### config.mk
export PLATFORM = sky130hd
export DESIGN_NAME = crank_cam_24x_decoder_unit
export DESIGN_NICKNAME = d
export VERILOG_FILES = /design/src/ccd_pkg.sv /design/src/ccd_div.sv /design/src/ccd_track.sv /design/src/crank_cam_24x_decoder_unit.sv
export SDC_FILE = /design/constraint.sdc
export NUM_CORES = 2
export LEC_CHECK = 0
export BUFFER_PORTS_ARGS = -buffer_cell sky130_fd_sc_hd__buf_2
export CAP_MARGIN = 20
export CELL_PAD_IN_SITES_DETAIL_PLACEMENT = 0
export CELL_PAD_IN_SITES_GLOBAL_PLACEMENT = 2
export CORE_UTILIZATION = 44
export CTS_CLUSTER_DIAMETER = 200
export CTS_CLUSTER_SIZE = 16
export DETAILED_ROUTE_END_ITERATION = 7
export PLACE_DENSITY = 0.95
export SETUP_SLACK_MARGIN = 0.1
export SYNTH_ARGS = -nofsm -noshare
export SYNTH_HDL_FRONTEND = slang
export SYNTH_SLANG_ARGS = --single-unit
### constraint.sdc
create_clock -name clock -period 15.6 [get_ports clock]
set_input_delay 1.56 -clock clock [delete_from_list [all_inputs] [get_ports clock]]
set_output_delay 1.56 -clock clock [all_outputs]
set_load 0.01 [all_outputs]
### src/ccd_pkg.sv
// ----------------------------------------------------------------------------
// ccd_pkg
// Shared types and constants for the crank/cam decoder: divider widths,
// reciprocal constant, pulse counter limits, tick rate reset value and the
// inter-module structs.
// ----------------------------------------------------------------------------
package ccd_pkg;

   // Divider geometry: the rpm numerator is ticks_per_second * 60 (< 2^38),
   // the divisor is period * TEETH_PER_REV (< 2^38 for up to 64 teeth).
   localparam int NUM_W     = 38;
   localparam int DIV_W     = 38;
   localparam int DIV_CNT_W = $clog2(NUM_W + 1);

   // Field widths of the result.
   localparam int PHASE_OUT_W = 6;
   localparam int TPD_W       = 29;
   localparam int RPM_W       = 16;

   // x / 15 == (x * RECIP_15) >> RECIP_SHIFT for every 32-bit x.
   localparam logic [31:0] RECIP_15    = 32'h8888_8889;
   localparam int          RECIP_SHIFT = 35;

   // Long-pulse counter: the fifth long pulse syncs, the count stops at six.
   localparam logic [2:0] LPC_MAX     = 3'd6;
   localparam logic [2:0] SYNC_PULSES = 3'd5;
   localparam int         SYNC_PHASE  = 5;

   // Tick rate after reset.
   localparam logic [31:0] TPS_RESET = 32'd1000000;

   // Event source codes.
   localparam logic OP_CRANK = 1'b0;
   localparam logic OP_CAM   = 1'b1;

   // Request to the shared divider.
   typedef struct packed {
      logic             start;
      logic [NUM_W-1:0] dividend;
      logic [DIV_W-1:0] divisor;
   } div_req_type;

   // Status of the shared divider.
   typedef struct packed {
      logic             busy;
      logic [NUM_W-1:0] quotient;
   } div_rsp_type;

   // Decoder state seen by the result path.
   typedef struct packed {
      logic [PHASE_OUT_W-1:0] phase;
      logic [31:0]            period;
      logic                   synced;
      logic                   cam_known;
   } track_status_type;

endpackage

### src/ccd_div.sv
// ----------------------------------------------------------------------------
// ccd_div
// Shared restoring divider: one quotient bit per cycle. The quotient stays
// valid until the next start.
// ----------------------------------------------------------------------------
module ccd_div
   import ccd_pkg::*;
(
   input  logic        clock,
   input  logic        reset,
   input  div_req_type div_req,
   output div_rsp_type div_rsp
);

   logic                 busy_ff, busy_in;
   logic [DIV_CNT_W-1:0] cnt_ff, cnt_in;
   logic [NUM_W-1:0]     work_ff, work_in;
   logic [DIV_W-1:0]     rem_ff, rem_in;
   logic [DIV_W-1:0]     dsr_ff, dsr_in;
   logic [DIV_W:0]       rem_sh;
   logic [DIV_W:0]       rem_sub;
   logic                 q_bit;

   // One shift-and-subtract step.
   always_comb begin
      rem_sh  = {rem_ff, work_ff[NUM_W-1]};
      q_bit   = (rem_sh >= {1'b0, dsr_ff});
      rem_sub = q_bit ? (rem_sh - {1'b0, dsr_ff}) : rem_sh;
   end

   // Sequencing of the iterations.
   always_comb begin
      busy_in = busy_ff;
      cnt_in  = cnt_ff;
      work_in = work_ff;
      rem_in  = rem_ff;
      dsr_in  = dsr_ff;
      if (div_req.start) begin
         busy_in = 1'b1;
         cnt_in  = '0;
         work_in = div_req.dividend;
         rem_in  = '0;
         dsr_in  = div_req.divisor;
      end else if (busy_ff) begin
         work_in = {work_ff[NUM_W-2:0], q_bit};
         rem_in  = rem_sub[DIV_W-1:0];
         cnt_in  = cnt_ff + 1'b1;
         if (cnt_ff == DIV_CNT_W'(NUM_W - 1)) begin
            busy_in = 1'b0;
         end
      end
   end

   always_ff @(posedge clock) begin
      if (reset) begin
         busy_ff <= 1'b0;
      end else begin
         busy_ff <= busy_in;
      end
      cnt_ff  <= cnt_in;
      work_ff <= work_in;
      rem_ff  <= rem_in;
      dsr_ff  <= dsr_in;
   end

   assign div_rsp.busy     = busy_ff;
   assign div_rsp.quotient = work_ff;

endmodule

### src/ccd_track.sv
// ----------------------------------------------------------------------------
// ccd_track
// Tooth phase tracker: applies one crank or cam edge per transfer to the
// phase, period, timestamps, cam and sync flags and the long-pulse count.
// ----------------------------------------------------------------------------
module ccd_track
   import ccd_pkg::*;
#(
   parameter int TEETH_PER_REV = 24
)
(
   input  logic             clock,
   input  logic             reset,
   input  logic             apply,
   input  logic             operation,
   input  logic             edge_req,
   input  logic [31:0]      event_time,
   output track_status_type status
);

   localparam int PHASE_W = $clog2(2 * TEETH_PER_REV);

   localparam logic [PHASE_W-1:0] PH_REV   = PHASE_W'(TEETH_PER_REV);
   localparam logic [PHASE_W:0]   LIM_ONE  = (PHASE_W + 1)'(TEETH_PER_REV - 1);
   localparam logic [PHASE_W:0]   LIM_TWO  = (PHASE_W + 1)'(2 * TEETH_PER_REV - 1);
   localparam logic [PHASE_W-1:0] PH_SYNC  = PHASE_W'(SYNC_PHASE);

   logic [PHASE_W-1:0] phase_ff, phase_in;
   logic [31:0]        period_ff, period_in;
   logic [31:0]        crank_t_ff, crank_t_in;
   logic [31:0]        cam_t_ff, cam_t_in;
   logic               seen_ff, seen_in;
   logic               known_ff, known_in;
   logic               sync_ff, sync_in;
   logic [2:0]         lpc_ff, lpc_in;

   logic [31:0]    delta_crank;
   logic [31:0]    delta_cam;
   logic           advance;
   logic [PHASE_W:0] phase_inc;
   logic [PHASE_W:0] limit;
   logic [34:0]    lhs_pulse;
   logic [34:0]    rhs_pulse;
   logic           short_pulse;
   logic [2:0]     lpc_inc;

   // Time differences are modulo 2^32.
   always_comb begin
      delta_crank = event_time - crank_t_ff;
      delta_cam   = event_time - cam_t_ff;
      // A crank edge right after a cam edge does not move phase 0 or one revolution.
      advance     = ((phase_ff != '0) && (phase_ff != PH_REV)) ||
                    (delta_cam > {2'b00, delta_crank[31:2]});
      phase_inc   = {1'b0, phase_ff} + 1'b1;
      limit       = (!known_ff && !seen_ff) ? LIM_ONE : LIM_TWO;
      // 10*interval > 6*period is the same test as 5*interval > 3*period.
      lhs_pulse   = {1'b0, delta_crank, 2'b00} + {3'b000, delta_crank};
      rhs_pulse   = {2'b00, period_ff, 1'b0} + {3'b000, period_ff};
      short_pulse = (lhs_pulse > rhs_pulse);
      lpc_inc     = lpc_ff + 1'b1;
   end

   // Event decode.
   always_comb begin
      phase_in   = phase_ff;
      period_in  = period_ff;
      crank_t_in = crank_t_ff;
      cam_t_in   = cam_t_ff;
      seen_in    = seen_ff;
      known_in   = known_ff;
      sync_in    = sync_ff;
      lpc_in     = lpc_ff;
      if (apply) begin
         if (operation == OP_CAM) begin
            cam_t_in = event_time;
            seen_in  = 1'b1;
            sync_in  = 1'b1;
            known_in = 1'b1;
            phase_in = edge_req ? PH_REV : '0;
         end else if (!edge_req) begin
            // Falling crank edge: new period and phase step.
            period_in  = delta_crank;
            crank_t_in = event_time;
            if (advance) begin
               if (phase_inc > limit) begin
                  phase_in = '0;
                  known_in = seen_ff;
                  seen_in  = 1'b0;
               end else begin
                  phase_in = phase_inc[PHASE_W-1:0];
               end
            end
         end else if (!known_ff) begin
            // Rising crank edge: pulse width classification.
            if (short_pulse) begin
               lpc_in = '0;
            end else if (lpc_ff < LPC_MAX) begin
               lpc_in = lpc_inc;
               if (lpc_inc == SYNC_PULSES) begin
                  phase_in = PH_SYNC;
                  sync_in  = 1'b1;
               end
            end
         end
      end
   end

   always_ff @(posedge clock) begin
      if (reset) begin
         phase_ff   <= '0;
         period_ff  <= '0;
         crank_t_ff <= '0;
         cam_t_ff   <= '0;
         seen_ff    <= 1'b0;
         known_ff   <= 1'b1;
         sync_ff    <= 1'b0;
         lpc_ff     <= '0;
      end else begin
         phase_ff   <= phase_in;
         period_ff  <= period_in;
         crank_t_ff <= crank_t_in;
         cam_t_ff   <= cam_t_in;
         seen_ff    <= seen_in;
         known_ff   <= known_in;
         sync_ff    <= sync_in;
         lpc_ff     <= lpc_in;
      end
   end

   assign status.phase     = PHASE_OUT_W'(phase_ff);
   assign status.period    = period_ff;
   assign status.synced    = sync_ff;
   assign status.cam_known = known_ff;

endmodule

### src/crank_cam_24x_decoder_unit.sv
// An accepted edge updates the tooth state at its accepting clock edge, and
// its result is then offered: the S_START state starts the rpm division, the
// shared bit-serial divider runs (one quotient bit per cycle over a 38-bit
// numerator) and the S_DIV state loads the output register. req_tready is low
// from the accepting edge until the result is loaded, so no edge is taken
// before the result of the one before it is loaded. The next edge is taken
// even while a loaded result still waits; its finished division then holds
// until the output register is free. Engine speed is ticks_per_second*60
// divided by period*TEETH_PER_REV in a single division. ticks_per_second
// writes apply from the next edge; req_tready is also low during a write.
// ----------------------------------------------------------------------------
// crank_cam_24x_decoder_unit
// Crank/cam edge decoder: tooth phase over two revolutions, tooth period,
// sync and cam flags, ticks per degree and engine speed.
// ----------------------------------------------------------------------------
module crank_cam_24x_decoder_unit
   import ccd_pkg::*;
#(
   parameter int TEETH_PER_REV = 24
)
(
   input  logic         clock,
   input  logic         reset,
   // Edge channel.
   input  logic         req_tvalid,
   output logic         req_tready,
   input  logic [31:0]  req_tdata,   // event_time[31:0]
   input  logic [1:0]   req_tuser,   // operation[0], edge_req[1]
   // Result channel.
   output logic         rsp_tvalid,
   input  logic         rsp_tready,
   output logic [87:0]  rsp_tdata,   // tooth_phase[5:0], tooth_period[37:6],
                                     // is_synced[38], cam_known[39],
                                     // ticks_per_degree[68:40],
                                     // engine_rpm[84:69], zero fill [87:85]
   // Tick rate register.
   input  logic         csr_we,
   input  logic [31:0]  csr_wdata
);

   localparam logic [DIV_W-1:0] TEETH_MUL  = DIV_W'(TEETH_PER_REV);
   localparam logic [NUM_W-1:0] RPM_LIMIT  = NUM_W'(65535);

   typedef enum logic [2:0] {
      S_IDLE  = 3'b001,
      S_START = 3'b010,
      S_DIV   = 3'b100
   } seq_state_type;

   seq_state_type    state_ff, state_in;
   logic [31:0]      tps_ff, tps_in;
   logic [63:0]      prod_ff, prod_in;
   logic             rsp_valid_ff, rsp_valid_in;
   logic [87:0]      rsp_data_ff, rsp_data_in;

   div_req_type      div_req;
   div_rsp_type      div_rsp;
   track_status_type status;

   logic             req_xfer;
   logic             rsp_free;
   logic [NUM_W-1:0] tps_x60;
   logic [DIV_W-1:0] period_x_teeth;
   logic [RPM_W-1:0] rpm;
   logic [TPD_W-1:0] tpd;

   assign req_xfer = req_tvalid && req_tready;
   assign rsp_free = !rsp_valid_ff || rsp_tready;
   assign req_tready = (state_ff == S_IDLE) && !csr_we;

   // ticks_per_second * 60 as 64x - 4x.
   assign tps_x60 = {tps_ff, 6'b000000} - {4'b0000, tps_ff, 2'b00};

   // Tooth period scaled to one revolution, a multiply by a constant.
   assign period_x_teeth = DIV_W'(status.period) * TEETH_MUL;

   ccd_track #(
      .TEETH_PER_REV(TEETH_PER_REV)
   ) u_track (
      .clock      (clock),
      .reset      (reset),
      .apply      (req_xfer),
      .operation  (req_tuser[0]),
      .edge_req   (req_tuser[1]),
      .event_time (req_tdata),
      .status     (status)
   );

   ccd_div u_div (
      .clock   (clock),
      .reset   (reset),
      .div_req (div_req),
      .div_rsp (div_rsp)
   );

   // Result fields.
   always_comb begin
      tpd = prod_ff[RECIP_SHIFT +: TPD_W];
      if (status.period == '0) begin
         rpm = '0;
      end else if (div_rsp.quotient > RPM_LIMIT) begin
         rpm = '1;
      end else begin
         rpm = div_rsp.quotient[RPM_W-1:0];
      end
   end

   // Sequencer and tick rate register.
   always_comb begin
      state_in         = state_ff;
      tps_in           = tps_ff;
      prod_in          = prod_ff;
      rsp_valid_in     = rsp_valid_ff && !rsp_tready;
      rsp_data_in      = rsp_data_ff;
      div_req.start    = 1'b0;
      div_req.dividend = tps_x60;
      div_req.divisor  = period_x_teeth;
      if (csr_we) begin
         tps_in = csr_wdata;
      end
      case (state_ff)
         S_IDLE: begin
            if (req_xfer) begin
               state_in = S_START;
            end
         end
         S_START: begin
            div_req.start = 1'b1;
            prod_in       = status.period * RECIP_15;
            state_in      = S_DIV;
         end
         S_DIV: begin
            if (!div_rsp.busy && rsp_free) begin
               rsp_valid_in = 1'b1;
               rsp_data_in  = {3'd0, rpm, tpd, status.cam_known, status.synced,
                               status.period, status.phase};
               state_in     = S_IDLE;
            end
         end
         default: begin
            state_in = S_IDLE;
         end
      endcase
   end

   always_ff @(posedge clock) begin
      if (reset) begin
         state_ff     <= S_IDLE;
         tps_ff       <= TPS_RESET;
         rsp_valid_ff <= 1'b0;
      end else begin
         state_ff     <= state_in;
         tps_ff       <= tps_in;
         rsp_valid_ff <= rsp_valid_in;
      end
      prod_ff     <= prod_in;
      rsp_data_ff <= rsp_data_in;
   end

   assign rsp_tvalid = rsp_valid_ff;
   assign rsp_tdata  = rsp_data_ff;

   // An accepted edge always moves on to the division start.
   a_accept_starts: assert property (@(posedge clock) disable iff (reset)
      req_xfer |=> (state_ff == S_START))
      else $error("accepted edge did not start the rpm division");

   // The divider is never restarted by an edge while it is still iterating.
   a_no_restart: assert property (@(posedge clock) disable iff (reset)
      (state_ff == S_START) |-> !div_rsp.busy)
      else $error("rpm division started while divider busy");

   // A zero period always reports zero speed.
   a_zero_rpm: assert property (@(posedge clock) disable iff (reset)
      (rsp_valid_ff && (rsp_data_ff[37:6] == '0)) |-> (rsp_data_ff[84:69] == '0))
      else $error("nonzero rpm with zero period");

   // Ticks per degree never exceeds a fifteenth of the period.
   a_tpd_bound: assert property (@(posedge clock) disable iff (reset)
      rsp_valid_ff |-> ((33'(rsp_data_ff[68:40]) * 33'd15) <= 33'(rsp_data_ff[37:6])))
      else $error("ticks per degree out of range");

   // A result is loaded only when the output register is free.
   a_no_overwrite: assert property (@(posedge clock) disable iff (reset)
      (rsp_valid_ff && !rsp_tready) |=> $stable(rsp_data_ff))
      else $error("pending result overwritten");

endmodule
[Word-level counts from Yosys, hierarchy flattened]
Cells that the tools add are included.
W data, S select, Z words.
Word-level totals
  ROM bits: 0
  register bits: 410
  bits in writable memories: 0
  word-level logic and storage cells: 125
  memories kept: 0
  bits in latches: 0
Operators by class
  reductions and logical operators: 32
  muxes and demuxes: 39
  bitwise operators: 3
  magnitude comparators: 6
  add/subtract/negate cells: 9
  div/mod/pow operators: 0
  multipliers: 2
  equal/unequal tests: 15
  shift-type cells: 0
Operators with widths (count)
  $mux W38: 3
  $mul A32 B32 Y64 const B: 1
  $sub A32 B32 Y32: 2
  $mux W6: 9
  $ge A39 B37 Y1: 1
  $gt A38 B16 Y1 const B: 1
  $sub A38 B34 Y38: 1
  $sub A38 B37 Y38: 1
  $add A34 B32 Y35: 1
  $gt A35 B35 Y1: 1
  $add A33 B32 Y34: 1
  $mul A32 B2 Y34 const B: 1
  $gt A32 B30 Y1: 1
  $logic_not A32 Y1: 1
  $mux W1: 20
  $mux W16: 1
  $reduce_bool A2 Y1: 7
  $mux W3: 4
  $reduce_and A6 Y1: 2
  $ne A2 B2 Y1 const B: 5
  $pmux W3 S3: 1
  $add A6 B1 Y7 const B: 1
  $gt A7 B7 Y1: 1
  $add A6 B1 Y6 const B: 1
  20 further kinds: 38

[Logic depth before layout (Yosys ltp)]
  depth in word-level cells: 8
  mapped depth: 35
  depth with buffers taken out: 35

[Modules after synthesis]
Synthesis repeated with hierarchy kept, for this count alone.
Second synthesis, totals
  cells, all modules: 4239
  area, all modules: 37942.6 um2
By module, submodules not included
  crank_cam_24x_decoder_unit: times used 1, cells each 1900, seq. area each 4144.0 um2, area each 18649.1 um2
  ccd_track: times used 1, cells each 1645, seq. area each 2162.1 um2, area each 12155.4 um2
  ccd_div: times used 1, cells each 694, seq. area each 3183.1 um2, area each 7138.1 um2

[Worst setup path after synthesis]
OpenSTA, ideal clock, no wires.
  kind: input port to flip-flop
  start: input req_tdata[0]
  end: register u_track.phase_ff[5]
  library setup time: 0.116 ns
  arrival: 7.377 ns
  cell stages on the path: 33
  path slack: 8.107 ns
  path buffers: 0
  cells stage by stage: inv_1 > ha_1 > inv_1 > fa_1 > a211oi_2 > o211ai_2 > nand3_1 > o22ai_1 > o21ai_0 > and2_1 > xnor2_1 > ha_1 > a21oi_1 > a21boi_0 > o21a_1 > a211o_1 > nand3_1 > nand3b_1 > o311a_2 > o41ai_4 > o311ai_4 > o41ai_4 > o41ai_2 > xnor2_1 > ha_1 > a2111oi_0 > nand2_1 > a21oi_1 > a21oi_1 > nor2_1 > a21bo_4 > and4_1 > a41o_1
Between the ends
  cells in the longest elaborated chain, start to end: 5
  elaborated cells between the ends (all ways): 9
Ends and longest elaborated chain
  start, declared: RTL line crank_cam_24x_decoder_unit.sv:27  | input logic [31:0] req_tdata,
  $sub A32 B32 Y32 (*): RTL line ccd_track.sv:49  | delta_crank = event_time - crank_t_ff;
  named net u_track.delta_crank[12]: RTL line ccd_track.sv:37  | logic [31:0] delta_crank;
  $add A34 B32 Y35 / $gt A32 B30 Y1 (equally long branches): RTL line ccd_track.sv:57, ccd_track.sv:53
  $gt A35 B35 Y1 / $logic_or A1 B1 Y1 (equally long branches): RTL line ccd_track.sv:59, ccd_track.sv:52
  $ne A3 B3 Y1 (no source line) / $reduce_bool A3 Y1 (equally long branches)
  $reduce_and A6 Y1 (no source line) (*)
  end signal, assigned: RTL line ccd_track.sv:119  | phase_ff <= phase_in;
  end, declared: RTL line ccd_track.sv:28  | logic [PHASE_W-1:0] phase_ff, phase_in;
The timed path passes the listed nets; every way through them passes the cells marked *.
A chain may end at the register's enable or synchronous reset.

[Final worst setup path]
  start: input req_tdata[0]
  end: register u_track.phase_ff[1]
Same word-level chain as after synthesis.

==> summary.txt <==
Outcome
  • Status: completed

Cells and area
  • Most frequent cells in the layout: ha_1 (572), inv_1 (528), nand2_1 (338)
  • NumNets Final: 4654
  • ANT cells: 0
  • Most common cell after layout, fill and taps aside: ha_1
  • Layout cell share with drive strength beyond 1: 6.938%
  • Layout area overhead: 8.246%
  • Final instance area: 36770 um^2

Routing
  • DRC violations left: 0
  • Avg Vias per Cell: 5.273
  • DR vias: 25800
  • Initial DRC Count: 1570
  • First-pass DRT Iterations: 6
  • Routed WL: 85.20 mm
  • WL/cell: 17.41 um
  • ANT nets after route: 0

Floorplan
  • Core Rows: 101
  • DIE WIDTH: 279.9 um
  • Die Y-Extent: 279.9 um
  • IO Count: 161
  • Core Box Area: 76200 um^2
  • Initial Util: 44.58%
  • Die ar.: 78320 um^2

Logic synthesis
  • Post-synth EDFFs: 186
  • Async set-reset flop share out of synthesis: 0%
  • Post-Synthesis Cell Area: 33970 um^2
  • Ys Warns: 0
  • Most used DFF post-synth: dfxtp_1
  • Syn_area_per_cell: 9.162 um^2
  • Post-synth cell types: 87
  • Synth Register Bits: 375
  • Mapped Cells: 3708
  • Seq/Total Area, Yosys: 27.58%

Clock tree
  • Clock transition at the registers of the reported paths: 0.08 ns
  • CTS Buffer Depth: 3
  • Root buffer cell: clkbuf_16
  • Htree depth: 1
  • Clock Sinks: 375
  • Num CTS Buffers: 27
  • Setup Fix Bufs, Post-CTS: 0
  • Cts repair resizes: 0
  • CTS tree: done
  • # hold bufs at CTS: 0
  • Clk_lat worst skew: 0.62 ns

Global routing
  • GR Layer Usage met3: 2.744%
  • Global-route wire length before repair: 137.1 mm
  • Met2 Resource Use GR: 36.39%
  • Largest net degree at the start of global routing: 86
  • Grt peak-use layer: met2
  • Initial antenna violation count: 2
  • Vias in the first global route: 25220
  • GRT overflow: 0
  • GR met1 Demand/Resource: 30.35%
  • GRT Total Usage: 21.88%

STA
  • Slew Viols, Final: 0
  • Clock Skew: 0.02083 ns
  • RSZ-0062 raised after global routing: false
  • Final setup violation count: 0
  • Final period util: 50.48%
  • Slew @ Worst Pin: 1.011 ns
  • Setup TNS: 0 ns
  • Peak Freq: 127.0 MHz
  • Fin crit period: 7.875 ns
  • Fin. Hold Viols: 0
  • Rel. slew slack: 32.57%

Power and ir drop
  • Design Power: 3231 uW
  • Peak VDD IR: 116.5 uV
  • Leak Pwr: 0.01772 uW
  • PwrDens: 87.86 nW/um^2

Critical path
  • Worst-path maximum fanout: 6
  • Crit-path slowest cell: a2111oi_0
  • Worst stage delay on the critical path: 0.42 ns
  • Class of the most critical setup path: primary input to flip-flop
  • Worst EP arrival: 8.39 ns
  • CP Launch Type: primary input
  • Setup crit end kind: flip-flop
  • Crit path required time: 16.11 ns

Placement
  • Detailed Place HPWL: 66.64 mm
  • Area post-placement: 35980 um^2
  • RD Place Congestion: 0.8967
  • Buffers on Ports: 157

Job
  • Max_cap viols: 0

Worst hold path
  • Hold crit path type: flip-flop to flip-flop
-- metrics by stage --
step | setup WS, ns | utilization [%] | std cells | hold slack (ns)
4_1_cts | 7.738 | 48.24 | 4892 | 0.4199
3_3_place_gp | 7.196 | 47.22 | 4844 | 0.4021
2_1_floorplan | 8.107 | - | 3710 | 0.4003
3_5_place_dp | 7.078 | 47.22 | 4844 | 0.4045
5_1_grt | 7.014 | 48.26 | 4893 | 0.4213
6_report | 7.725 | 48.26 | 4893 | 0.4170
-- flip-flops by register name (all words and copies together), names as in the netlist --
name and cells:
u_track.crank_t_ff 32, tps_ff 32, u_div.work_ff 38, u_track.period_ff 32, u_div.busy_ff 1, u_div.rem_ff 38
u_track.seen_ff 1, u_div.cnt_ff 6, u_div.dsr_ff 33, state_ff 3, u_track.phase_ff 6, u_track.known_ff 1
rsp_tdata 85, u_track.sync_ff 1, prod_ff 30, rsp_tvalid 1, u_track.lpc_ff 3, u_track.cam_t_ff 32
-- cell type report --
cell class                 instances  area, um^2
sequential                       375        9370
inverter                         531        1996
clock inverter                     2       31.28
multi-input combinational       2721       22310
fill                            7413       39430
timing repair buffer             188        1028
tap                             1030        1289
clock buffer                      46       747.0
-- synth_stat cells, drive strengths merged, types with 51 or more instances --
master  count  share of area, %
mux2i      51               1.5
nand2     338               3.7
nor3       57              0.84
inv       531               5.9
o21a       52               1.1
a21o      101               2.2
o21ai     150               2.2
a21oi     323               4.8
clkbuf     71              0.79
xnor2     132               3.4
nor2      226               2.5
dfxtp     189                11
edfxtp    186                16
xor2       73               1.9
ha        572                21
fa        167               9.8
-- worst max-delay path, delay by kind of cell --
| kind | cells | cell delay [ns] |
|---|---|---|
| XOR/XNOR | 2 | 0.48 |
| adder cells (fa/ha/maj) | 4 | 1.14 |
| AND/OR/NAND/NOR | 7 | 0.85 |
| AO/OA/AOI/OAI | 18 | 4.12 |
| buffers and inverters | 3 | 0.24 |
-- path summary, 6_finish.rpt --
kind | start | to | slack (ns) | depth (start not counted)
worst max-delay path | req_tdata[0] | u_track.phase_ff[1] | 7.72 | 34
worst min register to register | prod_ff[52] | rsp_tdata[57] | 0.42 | 0
worst max register to register | u_track.period_ff[1] | prod_ff[60] | 7.96 | 21
worst min-delay path | prod_ff[52] | rsp_tdata[57] | 0.42 | 0
-- cell families (layout without fill, tap and decap cells) --
logic type               count (synthesis)  count (layout)  share of synthesized area (%)
other                                    1               3                        0.01104
AND/OR/NAND/NOR                        849             849                          11.23
multiplexers                            53              53                          1.569
adder cells (fa/ha/maj)                739             739                          30.91
AO/OA/AOI/OAI                          872             872                          16.57
flip-flops                             375             375                          27.58
XOR/XNOR                               205             205                          5.307
buffers and inverters                  614             767                          6.836
-- report_power, final --
group | internal [uW] | switching [uW]
Clock | 328 | 382
Sequential | 1090 | 53.8
Combinational | 597 | 777
Total | 2020 | 1210
-- layer usage --
layer	up-vias	share of wire [%]	routed length, um
met1	12140	48	40720
met4	0	1.9	1645
met5	-	0	0
met2	464	46	39000
met3	84	4.5	3840
li1	13110	-	-
No activity file was read; power rests on OpenSTA's default activity.
